==> src/rtl/uwsc_pkg.sv <==
// Package for the UTF-8 word script classifier.
// Holds the per-word decode state type, result codes and code point ranges.
// No dependencies.
package uwsc_pkg;

   typedef struct packed {
      logic [1:0]  bytes_pending;
      logic [1:0]  sequence_length;
      logic [20:0] partial_codepoint;
      logic        seen_hiragana;
      logic        seen_katakana;
      logic        seen_other;
      logic        bad_seen;
   } word_state_type;

   localparam word_state_type WORD_STATE_CLEAR = '0;

   localparam logic [1:0] CLASS_HIRAGANA = 2'd0;
   localparam logic [1:0] CLASS_KATAKANA = 2'd1;
   localparam logic [1:0] CLASS_OTHER    = 2'd2;

   localparam logic [1:0] CP_HIRAGANA = 2'd0;
   localparam logic [1:0] CP_KATAKANA = 2'd1;
   localparam logic [1:0] CP_OTHER    = 2'd2;
   localparam logic [1:0] CP_MARK     = 2'd3;

   localparam logic [20:0] HIRAGANA_LO   = 21'h003040;
   localparam logic [20:0] HIRAGANA_HI   = 21'h00309F;
   localparam logic [20:0] KATAKANA_LO   = 21'h0030A0;
   localparam logic [20:0] KATAKANA_HI   = 21'h0030FF;
   localparam logic [20:0] KATAKANA_EXT_LO = 21'h0031F0;
   localparam logic [20:0] KATAKANA_EXT_HI = 21'h0031FF;
   localparam logic [20:0] HALFWIDTH_LO  = 21'h00FF65;
   localparam logic [20:0] HALFWIDTH_HI  = 21'h00FF9F;
   localparam logic [20:0] PROLONGED_MARK = 21'h0030FC;
   localparam logic [20:0] MIN_TWO_BYTE   = 21'h000080;
   localparam logic [20:0] MIN_THREE_BYTE = 21'h000800;
   localparam logic [20:0] MIN_FOUR_BYTE  = 21'h010000;
   localparam logic [20:0] SURROGATE_LO   = 21'h00D800;
   localparam logic [20:0] SURROGATE_HI   = 21'h00DFFF;
   localparam logic [20:0] MAX_CODEPOINT  = 21'h10FFFF;

   function automatic logic [1:0] classify_cp(input logic [20:0] cp);
      logic [1:0] kind;
      if (cp == PROLONGED_MARK) begin
         kind = CP_MARK;
      end else if (cp inside {[HIRAGANA_LO:HIRAGANA_HI]}) begin
         kind = CP_HIRAGANA;
      end else if (cp inside {[KATAKANA_LO:KATAKANA_HI], [KATAKANA_EXT_LO:KATAKANA_EXT_HI],
                              [HALFWIDTH_LO:HALFWIDTH_HI]}) begin
         kind = CP_KATAKANA;
      end else begin
         kind = CP_OTHER;
      end
      return kind;
   endfunction

endpackage

==> src/rtl/uwsc_decode.sv <==
// Byte step of the UTF-8 decoder: next word state and the word result.
// Depends on uwsc_pkg for the state type, ranges and class codes.
module uwsc_decode (
   input  uwsc_pkg::word_state_type cur_state,
   input  logic [7:0]               text_byte,
   input  logic                     word_end,
   output uwsc_pkg::word_state_type next_state,
   output logic [1:0]               script_class,
   output logic                     bad_encoding
);

   uwsc_pkg::word_state_type st;
   logic [1:0]  kind;
   logic        cp_ok;

   always_comb begin
      st    = cur_state;
      kind  = uwsc_pkg::CP_MARK;
      cp_ok = 1'b1;
      if (text_byte[7:6] == 2'b10) begin
         if (st.bytes_pending == 2'd0) begin
            st.bad_seen   = 1'b1;
            st.seen_other = 1'b1;
         end else begin
            st.partial_codepoint = {st.partial_codepoint[14:0], text_byte[5:0]};
            st.bytes_pending     = st.bytes_pending - 2'd1;
            if (st.bytes_pending == 2'd0) begin
               case (st.sequence_length)
                  2'd1: cp_ok = st.partial_codepoint >= uwsc_pkg::MIN_TWO_BYTE;
                  2'd2: cp_ok = (st.partial_codepoint >= uwsc_pkg::MIN_THREE_BYTE) &&
                                !(st.partial_codepoint inside
                                  {[uwsc_pkg::SURROGATE_LO:uwsc_pkg::SURROGATE_HI]});
                  default: cp_ok = (st.partial_codepoint >= uwsc_pkg::MIN_FOUR_BYTE) &&
                                   (st.partial_codepoint <= uwsc_pkg::MAX_CODEPOINT);
               endcase
               if (cp_ok) begin
                  kind = uwsc_pkg::classify_cp(st.partial_codepoint);
               end else begin
                  st.bad_seen   = 1'b1;
                  st.seen_other = 1'b1;
               end
               st.sequence_length   = 2'd0;
               st.partial_codepoint = '0;
            end
         end
      end else begin
         if (st.bytes_pending != 2'd0) begin
            st.bad_seen          = 1'b1;
            st.seen_other        = 1'b1;
            st.bytes_pending     = 2'd0;
            st.sequence_length   = 2'd0;
            st.partial_codepoint = '0;
         end
         if (text_byte[7] == 1'b0) begin
            kind = uwsc_pkg::classify_cp({13'd0, text_byte});
         end else if (text_byte[7:5] == 3'b110) begin
            st.bytes_pending     = 2'd1;
            st.sequence_length   = 2'd1;
            st.partial_codepoint = {16'd0, text_byte[4:0]};
         end else if (text_byte[7:4] == 4'b1110) begin
            st.bytes_pending     = 2'd2;
            st.sequence_length   = 2'd2;
            st.partial_codepoint = {17'd0, text_byte[3:0]};
         end else if (text_byte[7:3] == 5'b11110) begin
            st.bytes_pending     = 2'd3;
            st.sequence_length   = 2'd3;
            st.partial_codepoint = {18'd0, text_byte[2:0]};
         end else begin
            st.bad_seen   = 1'b1;
            st.seen_other = 1'b1;
         end
      end

      case (kind)
         uwsc_pkg::CP_HIRAGANA: st.seen_hiragana = 1'b1;
         uwsc_pkg::CP_KATAKANA: st.seen_katakana = 1'b1;
         uwsc_pkg::CP_OTHER:    st.seen_other    = 1'b1;
         default:               st.seen_other    = st.seen_other;
      endcase

      if (word_end && (st.bytes_pending != 2'd0)) begin
         st.bad_seen   = 1'b1;
         st.seen_other = 1'b1;
      end

      if (!st.seen_other && st.seen_hiragana && !st.seen_katakana) begin
         script_class = uwsc_pkg::CLASS_HIRAGANA;
      end else if (!st.seen_other && st.seen_katakana && !st.seen_hiragana) begin
         script_class = uwsc_pkg::CLASS_KATAKANA;
      end else begin
         script_class = uwsc_pkg::CLASS_OTHER;
      end
      bad_encoding = st.bad_seen;

      next_state = word_end ? uwsc_pkg::WORD_STATE_CLEAR : st;
   end

endmodule

==> src/rtl/utf8_word_script_classifier.sv <==
// Top level of the UTF-8 word script classifier: state and result registers.
// Depends on uwsc_pkg and uwsc_decode.
//
//   channel   direction   handshake             payload
//   req       in          req_valid/req_stall   req_text_byte, req_word_end
//   rsp       out         rsp_valid/rsp_stall   rsp_script_class, rsp_bad_encoding
//
// One byte per cycle while not stalled; results appear the cycle after each word end.
// Each byte is decoded combinationally against the word state register.
// Reset clears the word state and the result valid flag.
// Input is stalled only while a result is held and the output side stalls.
module utf8_word_script_classifier (
   input  logic       clock,
   input  logic       reset,
   input  logic       req_valid,
   output logic       req_stall,
   input  logic [7:0] req_text_byte,
   input  logic       req_word_end,
   output logic       rsp_valid,
   input  logic       rsp_stall,
   output logic [1:0] rsp_script_class,
   output logic       rsp_bad_encoding
);

   uwsc_pkg::word_state_type state_ff;
   uwsc_pkg::word_state_type state_in;
   logic       rsp_valid_ff;
   logic       rsp_valid_in;
   logic [1:0] class_ff;
   logic [1:0] class_in;
   logic       bad_ff;
   logic       bad_in;
   logic       req_take;

   assign req_stall = rsp_valid_ff && rsp_stall;
   assign req_take  = req_valid && !req_stall;

   uwsc_decode u_decode (
      .cur_state    (state_ff),
      .text_byte    (req_text_byte),
      .word_end     (req_word_end),
      .next_state   (state_in),
      .script_class (class_in),
      .bad_encoding (bad_in)
   );

   always_comb begin
      if (req_take && req_word_end) begin
         rsp_valid_in = 1'b1;
      end else if (!rsp_stall) begin
         rsp_valid_in = 1'b0;
      end else begin
         rsp_valid_in = rsp_valid_ff;
      end
   end

   always_ff @(posedge clock) begin
      if (reset) begin
         state_ff     <= uwsc_pkg::WORD_STATE_CLEAR;
         rsp_valid_ff <= 1'b0;
      end else begin
         rsp_valid_ff <= rsp_valid_in;
         if (req_take) begin
            state_ff <= state_in;
         end
      end
   end

   always_ff @(posedge clock) begin
      if (req_take && req_word_end) begin
         class_ff <= class_in;
         bad_ff   <= bad_in;
      end
   end

   assign rsp_valid        = rsp_valid_ff;
   assign rsp_script_class = class_ff;
   assign rsp_bad_encoding = bad_ff;

endmodule

==> config.mk <==
export PLATFORM = sky130hd
export DESIGN_NAME = utf8_word_script_classifier
export DESIGN_NICKNAME = d
export VERILOG_FILES = /design/src/rtl/uwsc_pkg.sv /design/src/rtl/uwsc_decode.sv /design/src/rtl/utf8_word_script_classifier.sv
export SDC_FILE = /design/constraint.sdc
export NUM_CORES = 1
export LEC_CHECK = 0
export BUFFER_PORTS_ARGS = -buffer_cell sky130_fd_sc_hd__buf_2
export CORE_MARGIN = 3
export CORE_UTILIZATION = 40
export DETAILED_ROUTE_END_ITERATION = 16
export PLACE_DENSITY = 0.65
export SYNTH_ARGS = -nofsm -noshare
export SYNTH_HDL_FRONTEND = slang
export SYNTH_SLANG_ARGS = --single-unit
==> constraint.sdc <==
create_clock -name clock -period 6.96 [get_ports clock]
set_clock_uncertainty 0.2 [all_clocks]
set_input_delay 1.392 -clock clock [delete_from_list [all_inputs] [get_ports clock]]
set_output_delay 1.392 -clock clock [all_outputs]
set_load 0.05 [all_outputs]
* Yosys cells after proc, flatten, opt, wreduce, memory -nomap -nowiden *
Index checks and enable logic that the tools add are counted.

operators by class
  $add $sub $neg = 1
  $lt $le $gt $ge = 22
  eq/ne operators = 12
  mux-type cells = 39
  reduce and logical (&&, ||, !) cells = 33

operators by type and width
  cell                                                                                   number
  25-bit two-way mux                                                                     7
  21-bit by 14-bit greater-or-equal comparator with 1-bit output, second input constant  3
  21-bit by 14-bit <= comparator with 1-bit output, second input constant                3
  21-bit by 16-bit greater-or-equal comparator with 1-bit output, second input constant  2
  8-bit by 14-bit greater-or-equal comparator with 1-bit output, second input constant   3
  21-bit by 16-bit <= comparator with 1-bit output, second input constant                2
  8-bit by 14-bit <= comparator with 1-bit output, second input constant                 3
  2-bit two-way mux                                                                      21
  29-bit two-way mux                                                                     1
  23-bit two-way mux                                                                     1
  21-bit by 14-bit == test with 1-bit output, second input constant                      1
  21-bit by 12-bit greater-or-equal comparator with 1-bit output, second input constant  1
  21-bit by 17-bit greater-or-equal comparator with 1-bit output, second input constant  1
  21-bit by 8-bit greater-or-equal comparator with 1-bit output, second input constant   1
  21-bit <= comparator, second input constant                                            1
  1-bit logical AND                                                                      19
  8-bit by 16-bit greater-or-equal comparator with 1-bit output, second input constant   1
  8-bit by 16-bit <= comparator with 1-bit output, second input constant                 1
  1-bit two-way mux                                                                      8
  2-bit == test, second input constant                                                   3
  2-bit logical NOT                                                                      3
  3-bit != test, second input constant                                                   2
  3-bit nonzero test                                                                     2
  5-bit == test, second input constant                                                   1
  10 further kinds                                                                       16

word-level totals
  bits in registers = 33
  output and inout bits = 5
  logic and storage cells = 117

* Longest topological paths before layout *
Gate-level depths: netlist of the first run.

  depth in word-level cells = 19
  mapped depth = 8
  depth with buffers taken out = 7

* By module *
A second synthesis of the first run with hierarchy kept.

unflattened totals
  cells, all modules = 307
  area, all modules = 2474.9 um^2

by module, submodules not included
  module                       instances  cells each  area each (um^2)
  utf8_word_script_classifier  1          135         1438.9
  uwsc_decode                  1          172         1036.0

* Worst setup path before layout of the first run *
No wires, ideal clock.

  path type = input -> output
  start point = in rsp_stall
  end point = out req_stall
  data arrival time = 1.836 ns
  data required time = 5.368 ns
  setup slack = 3.532 ns
  stages on the path = 1
  buffers on the path = 0
  cell sequence = and2_1

on the way
  word-level cells in the longest chain between the ends = 1

RTL lines
  what                RTL line                           RTL
  start: declaration  utf8_word_script_classifier.sv:20  input logic rsp_stall,
  1-bit logical AND   utf8_word_script_classifier.sv:35  assign req_stall = rsp_valid_ff && rsp_stall;
  end: declaration    utf8_word_script_classifier.sv:16  output logic req_stall,

No other way between the ends.

* Worst setup path after layout of the first run *
Same ends and word-level chain as after synthesis.

==> impl_metrics.tcl, run 1 <==
set metrics [dict create \
    switching_share_pct 28.8 \
    fmax_mhz 286 \
    clockBufferDepth 2 \
    rr_startpoint "state_ff[8]" \
    synth_fp_nets 239 \
    grt_pass1_vias 1578 \
    ys_types 52 \
    postRouteAntennaNets 0 \
    ioPinCount 18 \
    peakVddDrop_uv 74.6 \
    drcViolationCount 0 \
    min_period_ns 3.49 \
    synth_edf_count 3 \
    cp_max_fo 3 \
    num_rows 23 \
    crit_required_ns 5.37 \
    outcome "finished clean" \
    slowest_delay_ns 0.27 \
    die_h_um 72.2 \
    cts_root_buf "clkbuf_8" \
    end_kind "primary output" \
    ys_warn_count 0 \
    grt.total_usage_pct 18.5 \
    insertion_delay_ns 0.28 \
    worstSetupStartpointType "input pin" \
    drive_above_1_share_pct 15.8 \
    wl_met2_mm 2.05 \
    dp_hpwl_mm 3.22 \
    dr_wl_met3_um 231 \
    r2r_slack_ns 4.42 \
    drt-vias-per-instance 6.08 \
    seqPwrFrac_pct 53.4 \
    crit_type "in2out" \
    postCtsResizedCells 0 \
    met1_length_mm 2.05 \
    rsz0062_at_grt "false" \
    min-delay-start "state_ff[2]" \
    worst_slack_ns 3.47 \
    r2r_end "rsp_script_class[1]" \
    synthTopCellsByCount "nor2_1 (32), dfxtp_1 (24), a21oi_1 (21), nand2_1 (15), clkbuf_1 (12)" \
    drt-pass1-iter-count 4 \
    worst_pin_slew_ns 0.926 \
    synth_top_area_share_pct 27.4 \
    p_leak_nw 0.745 \
    placed_area_um2 1860 \
    p_sw_mw 0.0880 \
    die_w_um 72.2 \
    wl_per_cell_um 15.5 \
    ys_async_sr_fraction_pct 0 \
    syn_area_um2 1750 \
    regArea_um2 571 \
    crit_family "buffers and inverters" \
    finalSetupTns_ns 0 \
    pre_cts_ws_ns 3.47 \
    synthFlopType "dfxtp_1" \
    postCtsSetupBuffers 0 \
    arrival_ns 1.90 \
    hold_depth 2 \
    dieArea_um2 5210 \
    fillerInstances 418 \
    htree_levels 1 \
    r2r_cells 6 \
    hold_buffers 0 \
    cts_tree "yes" \
    multi_input_area_um2 1100 \
    cpMostUsedCell "buf_2" \
    p_per_area_nw_per_um2 160 \
    setup_viol 0 \
    synth_area_per_cell_um2 7.83 \
    core_um2 4120 \
    crit_chain "buf_2 > and2_1 > buf_2" \
    slew_headroom_pct 37.8 \
    wl_mm 4.41 \
    critical_path_buf_inv_count 2 \
    grt_overflow_total 0 \
    globalplace.congestion 0.859 \
    yosys-top-cells-area "dfxtp_1 (27%), nor2_1 (6.9%), a21oi_1 (6.0%)" \
    fin_crit_sh_pct 50.2 \
    ys_ff_latch 27 \
    grt_pass1_wl_mm 7.76 \
    power_frac_comb_pct 16.5 \
    synth_most_common_cell "nor2_1" \
    cts_sinks 27 \
    hold_class "reg2reg" \
    yosysTopAreaCell "dfxtp_1" \
    p_int_mw 0.217 \
    p_clk_share_pct 30.1 \
    cts_buffers 3 \
    antenna_found_initial 0 \
    design_area_um2 1910 \
    max-cap-violations 0 \
    area_growth_pct 8.92 \
    top_layer "met4" \
    hold_path_end "state_ff[2]" \
    port_buffers 17 \
    grt_max_degree 24 \
    drtIter0Drc 187 \
    synth_cells 224 \
    crit_slowest_cell "buf_2" \
    hold_viol_final 0 \
    ys_seq_area_share_pct 32.5 \
    num_vias 1726 \
    nets 250 \
    final_max_slew_viol_count 0 \
    antenna_cells 0 \
    initial_core_util_pct 42.6 \
    cts.clk_slew.worst_paths_ns 0.09 \
]
## per-stage QoR
stage / total power, mW / utilization, % / hold slack [ns] / std cells
CTS: 0.306 / 46.4 / 0.300 / 284
global placement: 0.217 / 45.3 / 0.280 / 280
finish: 0.305 / 46.4 / 0.293 / 284
detailed placement: 0.217 / 45.3 / 0.287 / 280
global route: 0.321 / 46.4 / 0.332 / 284
floorplan: 0.202 / - / 0.251 / 224
## kinds of logic (layout without fill, tap and decap cells)
kind of cell    Yosys count  count (layout)  synth area share [%]
flops                    27              27                  32.5
compound gates           80              80                  32.5
fa+ha+maj                 2               2                  1.43
buf+inv                  21              31                  4.50
mux                       1               1                 0.856
simple gates             93              93                  28.1
## sequential cells by signal (all words and copies together) (netlist names)
name / flops
state_ff: 23
rsp_script_class: 2
rsp_bad_encoding: 1
rsp_valid: 1
## power by group through the flow
stage	Combinational (mW)	Sequential, mW	Clock, mW
floorplan	0.0332	0.168	0
finish	0.0504	0.163	0.0918
global route	0.0558	0.163	0.101
global placement	0.0501	0.167	0
detailed placement	0.0499	0.167	0
CTS	0.0501	0.163	0.0933
## worst reg2reg max path: stages (launching register included)
cell and delay (ns):
dfxtp_1 0.40, or4_1 0.52, nor4_1 0.38, a41o_1 0.34, a211oi_4 0.08, a211oi_2 0.23
o221ai_1 0.13
## layout by cell type (no fill, tap or decap), types with 2 or more instances in the layout
master,instances
o21ai_0,11
nand3_1,5
nor2_1,32
nor4_1,2
a2bb2oi_1,2
a21o_1,3
nand2_1,15
or2_2,2
clkbuf_8,3
nor3_1,4
and2_1,3
edfxtp_1,3
a31oi_1,4
nand4_1,7
buf_2,17
nor2b_1,3
ha_1,2
a211o_1,2
or4_1,3
o211a_1,2
o21ai_1,4
dfxtp_1,24
and3_1,3
a32oi_1,2
a22oi_1,11
a21oi_1,21
inv_1,9
nand2b_1,3
or4_4,3
o211ai_1,4
## worst max-delay path by stage
| stage | cells after the start | slack (ns) | to | startpoint |
|---|---|---|---|---|
| 2_1_floorplan | 1 | 3.53 | req_stall | rsp_stall |
| 3_3_place_gp | 3 | 3.48 | req_stall | rsp_stall |
| 3_5_place_dp | 3 | 3.47 | req_stall | rsp_stall |
| 4_1_cts | 3 | 3.47 | req_stall | rsp_stall |
| 5_1_grt | 3 | 3.45 | req_stall | rsp_stall |
| 6_report | 3 | 3.47 | req_stall | rsp_stall |
## layout make-up
type | count | area share, %
clock inverter | 1 | 0.262
clock buffer | 3 | 2.16
tap | 50 | 3.28
multi-input combinational | 176 | 57.8
inverter | 9 | 1.77
timing repair buffer | 18 | 4.85
sequential | 27 | 29.9
## layer usage
metal  vias up  global-route usage [%]
li1        853                       -
met1       795                    26.7
met2        69                    27.8
met3         9                    2.35
met4         0                    7.10
met5         -                       0
Note: power is estimated with default switching activity, not from simulation.
==> run 2: changes to the inputs <==
Settings changed: PLACE_DENSITY 0.65 to 0.67.
Clock period 6.96 ns to 2.8 ns, I/O delays scaled along.
==> run 2 against run 1 <==
Effect of this change: clock power rose to 2.5 times the previous value; sequential power up 150%; global-route usage fell by 0.081 points; die area stayed put; via count up 2.4%; largest cell class unchanged; sequential cell count did not move.
==> impl_metrics.tcl, run 2 (synthesis results as in run 1) <==
set metrics [dict create \
    outcome "finished clean" \
    fin_worst_hold_slack_ns 0.295 \
    dp_hpwl_mm 3.34 \
    setup_viol 0 \
    worst_pin_slew_ns 0.518 \
    worstSetupStartpointType "flop" \
    cts_buffers 3 \
    num_rows 23 \
    p_int_mw 0.544 \
    postCtsSetupBuffers 0 \
    insertion_delay_ns 0.28 \
    die_h_um 72.2 \
    min-delay-start "state_ff[2]" \
    seqPwrFrac_pct 52.8 \
    ioPinCount 18 \
    finalPower_mw 0.767 \
    antenna_cells 0 \
    cts_tree "yes" \
    arrival_ns 2.37 \
    postRouteAntennaNets 0 \
    switching_share_pct 29.0 \
    r2r_slack_ns 0.25 \
    nets 254 \
    wl_per_cell_um 15.9 \
    drive_above_1_share_pct 17.2 \
    p_leak_nw 0.766 \
    num_vias 1768 \
    initial_core_util_pct 42.6 \
    hold_buffers 0 \
    fillerInstances 402 \
    drtIter0Drc 189 \
    drt-pass1-iter-count 5 \
    p_per_area_nw_per_um2 395 \
    crit_type "reg2reg" \
    htree_levels 1 \
    r2r_end "rsp_script_class[1]" \
    grt_pass1_wl_mm 7.77 \
    antenna_found_initial 0 \
    fmax_mhz 392 \
    grt_pass1_vias 1606 \
    area_growth_pct 10.7 \
    cp_max_fo 8 \
    crit_required_ns 2.62 \
    mostFrequentLayoutCells "nor2_1 (32), dfxtp_1 (24), a21oi_1 (21), buf_2 (17), nand2_1 (15)" \
    cts_sinks 27 \
    hold_path_end "state_ff[2]" \
    slowest_delay_ns 0.54 \
    fin_crit_sh_pct 91.1 \
    grt.total_usage_pct 18.4 \
    die_w_um 72.2 \
    hold_viol_final 0 \
    core_um2 4120 \
    cts.clk_slew.worst_paths_ns 0.10 \
    drcViolationCount 0 \
    max-cap-violations 0 \
    port_buffers 17 \
    fin_util_pct 47.2 \
    wl_mm 4.57 \
    slew_headroom_pct 65.3 \
    end_kind "flop" \
    postCtsResizedCells 0 \
    p_sw_mw 0.223 \
    globalplace.congestion 0.923 \
    largest_reg_flops 23 \
    power_frac_comb_pct 17.1 \
    crit_slowest_cell "or4_1" \
    rr_startpoint "state_ff[8]" \
    crit_chain "or4_1 > a2111oi_0 > a31oi_1 > nand2b_1 > a211oi_2 > o221ai_1" \
    peakVddDrop_uv 373 \
    r2r_cells 6 \
    rsz0062_at_grt "false" \
    hold_class "reg2reg" \
    min_period_ns 2.55 \
    drt-vias-per-instance 6.14 \
    grt_overflow_total 0 \
    dieArea_um2 5210 \
    grt_max_degree 24 \
    clockBufferDepth 2 \
    p_clk_share_pct 30.2 \
    final_max_slew_viol_count 0 \
    layout_commonest_cell "nor2_1" \
    top_register "state_ff" \
    hold_depth 2 \
    cts_root_buf "clkbuf_8" \
    finalSetupTns_ns 0 \
]
## run 2: critical path: cells and delay by family (launching register included)
family	cells	cell delay (ns)
AOI/OAI and AO/OA	4	0.96
DFF	1	0.39
and+or+nand+nor	2	0.74
## run 2: through the flow
step                instances  area (um^2)  worst slack, ns
floorplan                 224         1750            0.452
global placement          284         1890            0.297
detailed placement        284         1890            0.263
CTS                       288         1940            0.303
global route              288         1940            0.126
finish                    288         1940            0.248
## run 2: cell type report
cell class,count,area [um^2],area share [%]
Multi-Input combinational cell,176,1100,56.9
Sequential cell,27,571,29.4
Timing Repair Buffer,22,123,6.32
Tap cell,50,62.6,3.22
Clock buffer,3,41.3,2.13
Inverter,9,33.8,1.74
Clock inverter,1,6.26,0.322
## run 2: worst max path at each step
stage / start / endpoint / slack (ns) / cells past startpoint
2_1_floorplan: state_ff[14] / rsp_script_class[0] / 0.45 / 6
3_3_place_gp: req_text_byte[5] / rsp_script_class[1] / 0.30 / 7
3_5_place_dp: req_text_byte[5] / rsp_script_class[1] / 0.26 / 7
4_1_cts: state_ff[14] / rsp_script_class[1] / 0.30 / 6
5_1_grt: state_ff[7] / rsp_script_class[1] / 0.13 / 6
6_report: state_ff[8] / rsp_script_class[1] / 0.25 / 6
## run 2: power groups by stage
stage / registers (mW) / logic [mW] / clock network (mW)
after floorplan: 0.419 / 0.0826 / 0
after global placement: 0.414 / 0.129 / 0
after detailed placement: 0.414 / 0.127 / 0
after CTS: 0.405 / 0.128 / 0.243
after global routing: 0.406 / 0.143 / 0.256
final: 0.405 / 0.131 / 0.232
## run 2: routing by layer
metal / part of all wire (%) / wire, um / track usage [%]
met1: 46 / 2090 / 26.2
met2: 45 / 2050 / 29.1
met3: 8.7 / 397 / 3.60
met4: 0.68 / 31 / 3.34
met5: 0 / 0 / 0
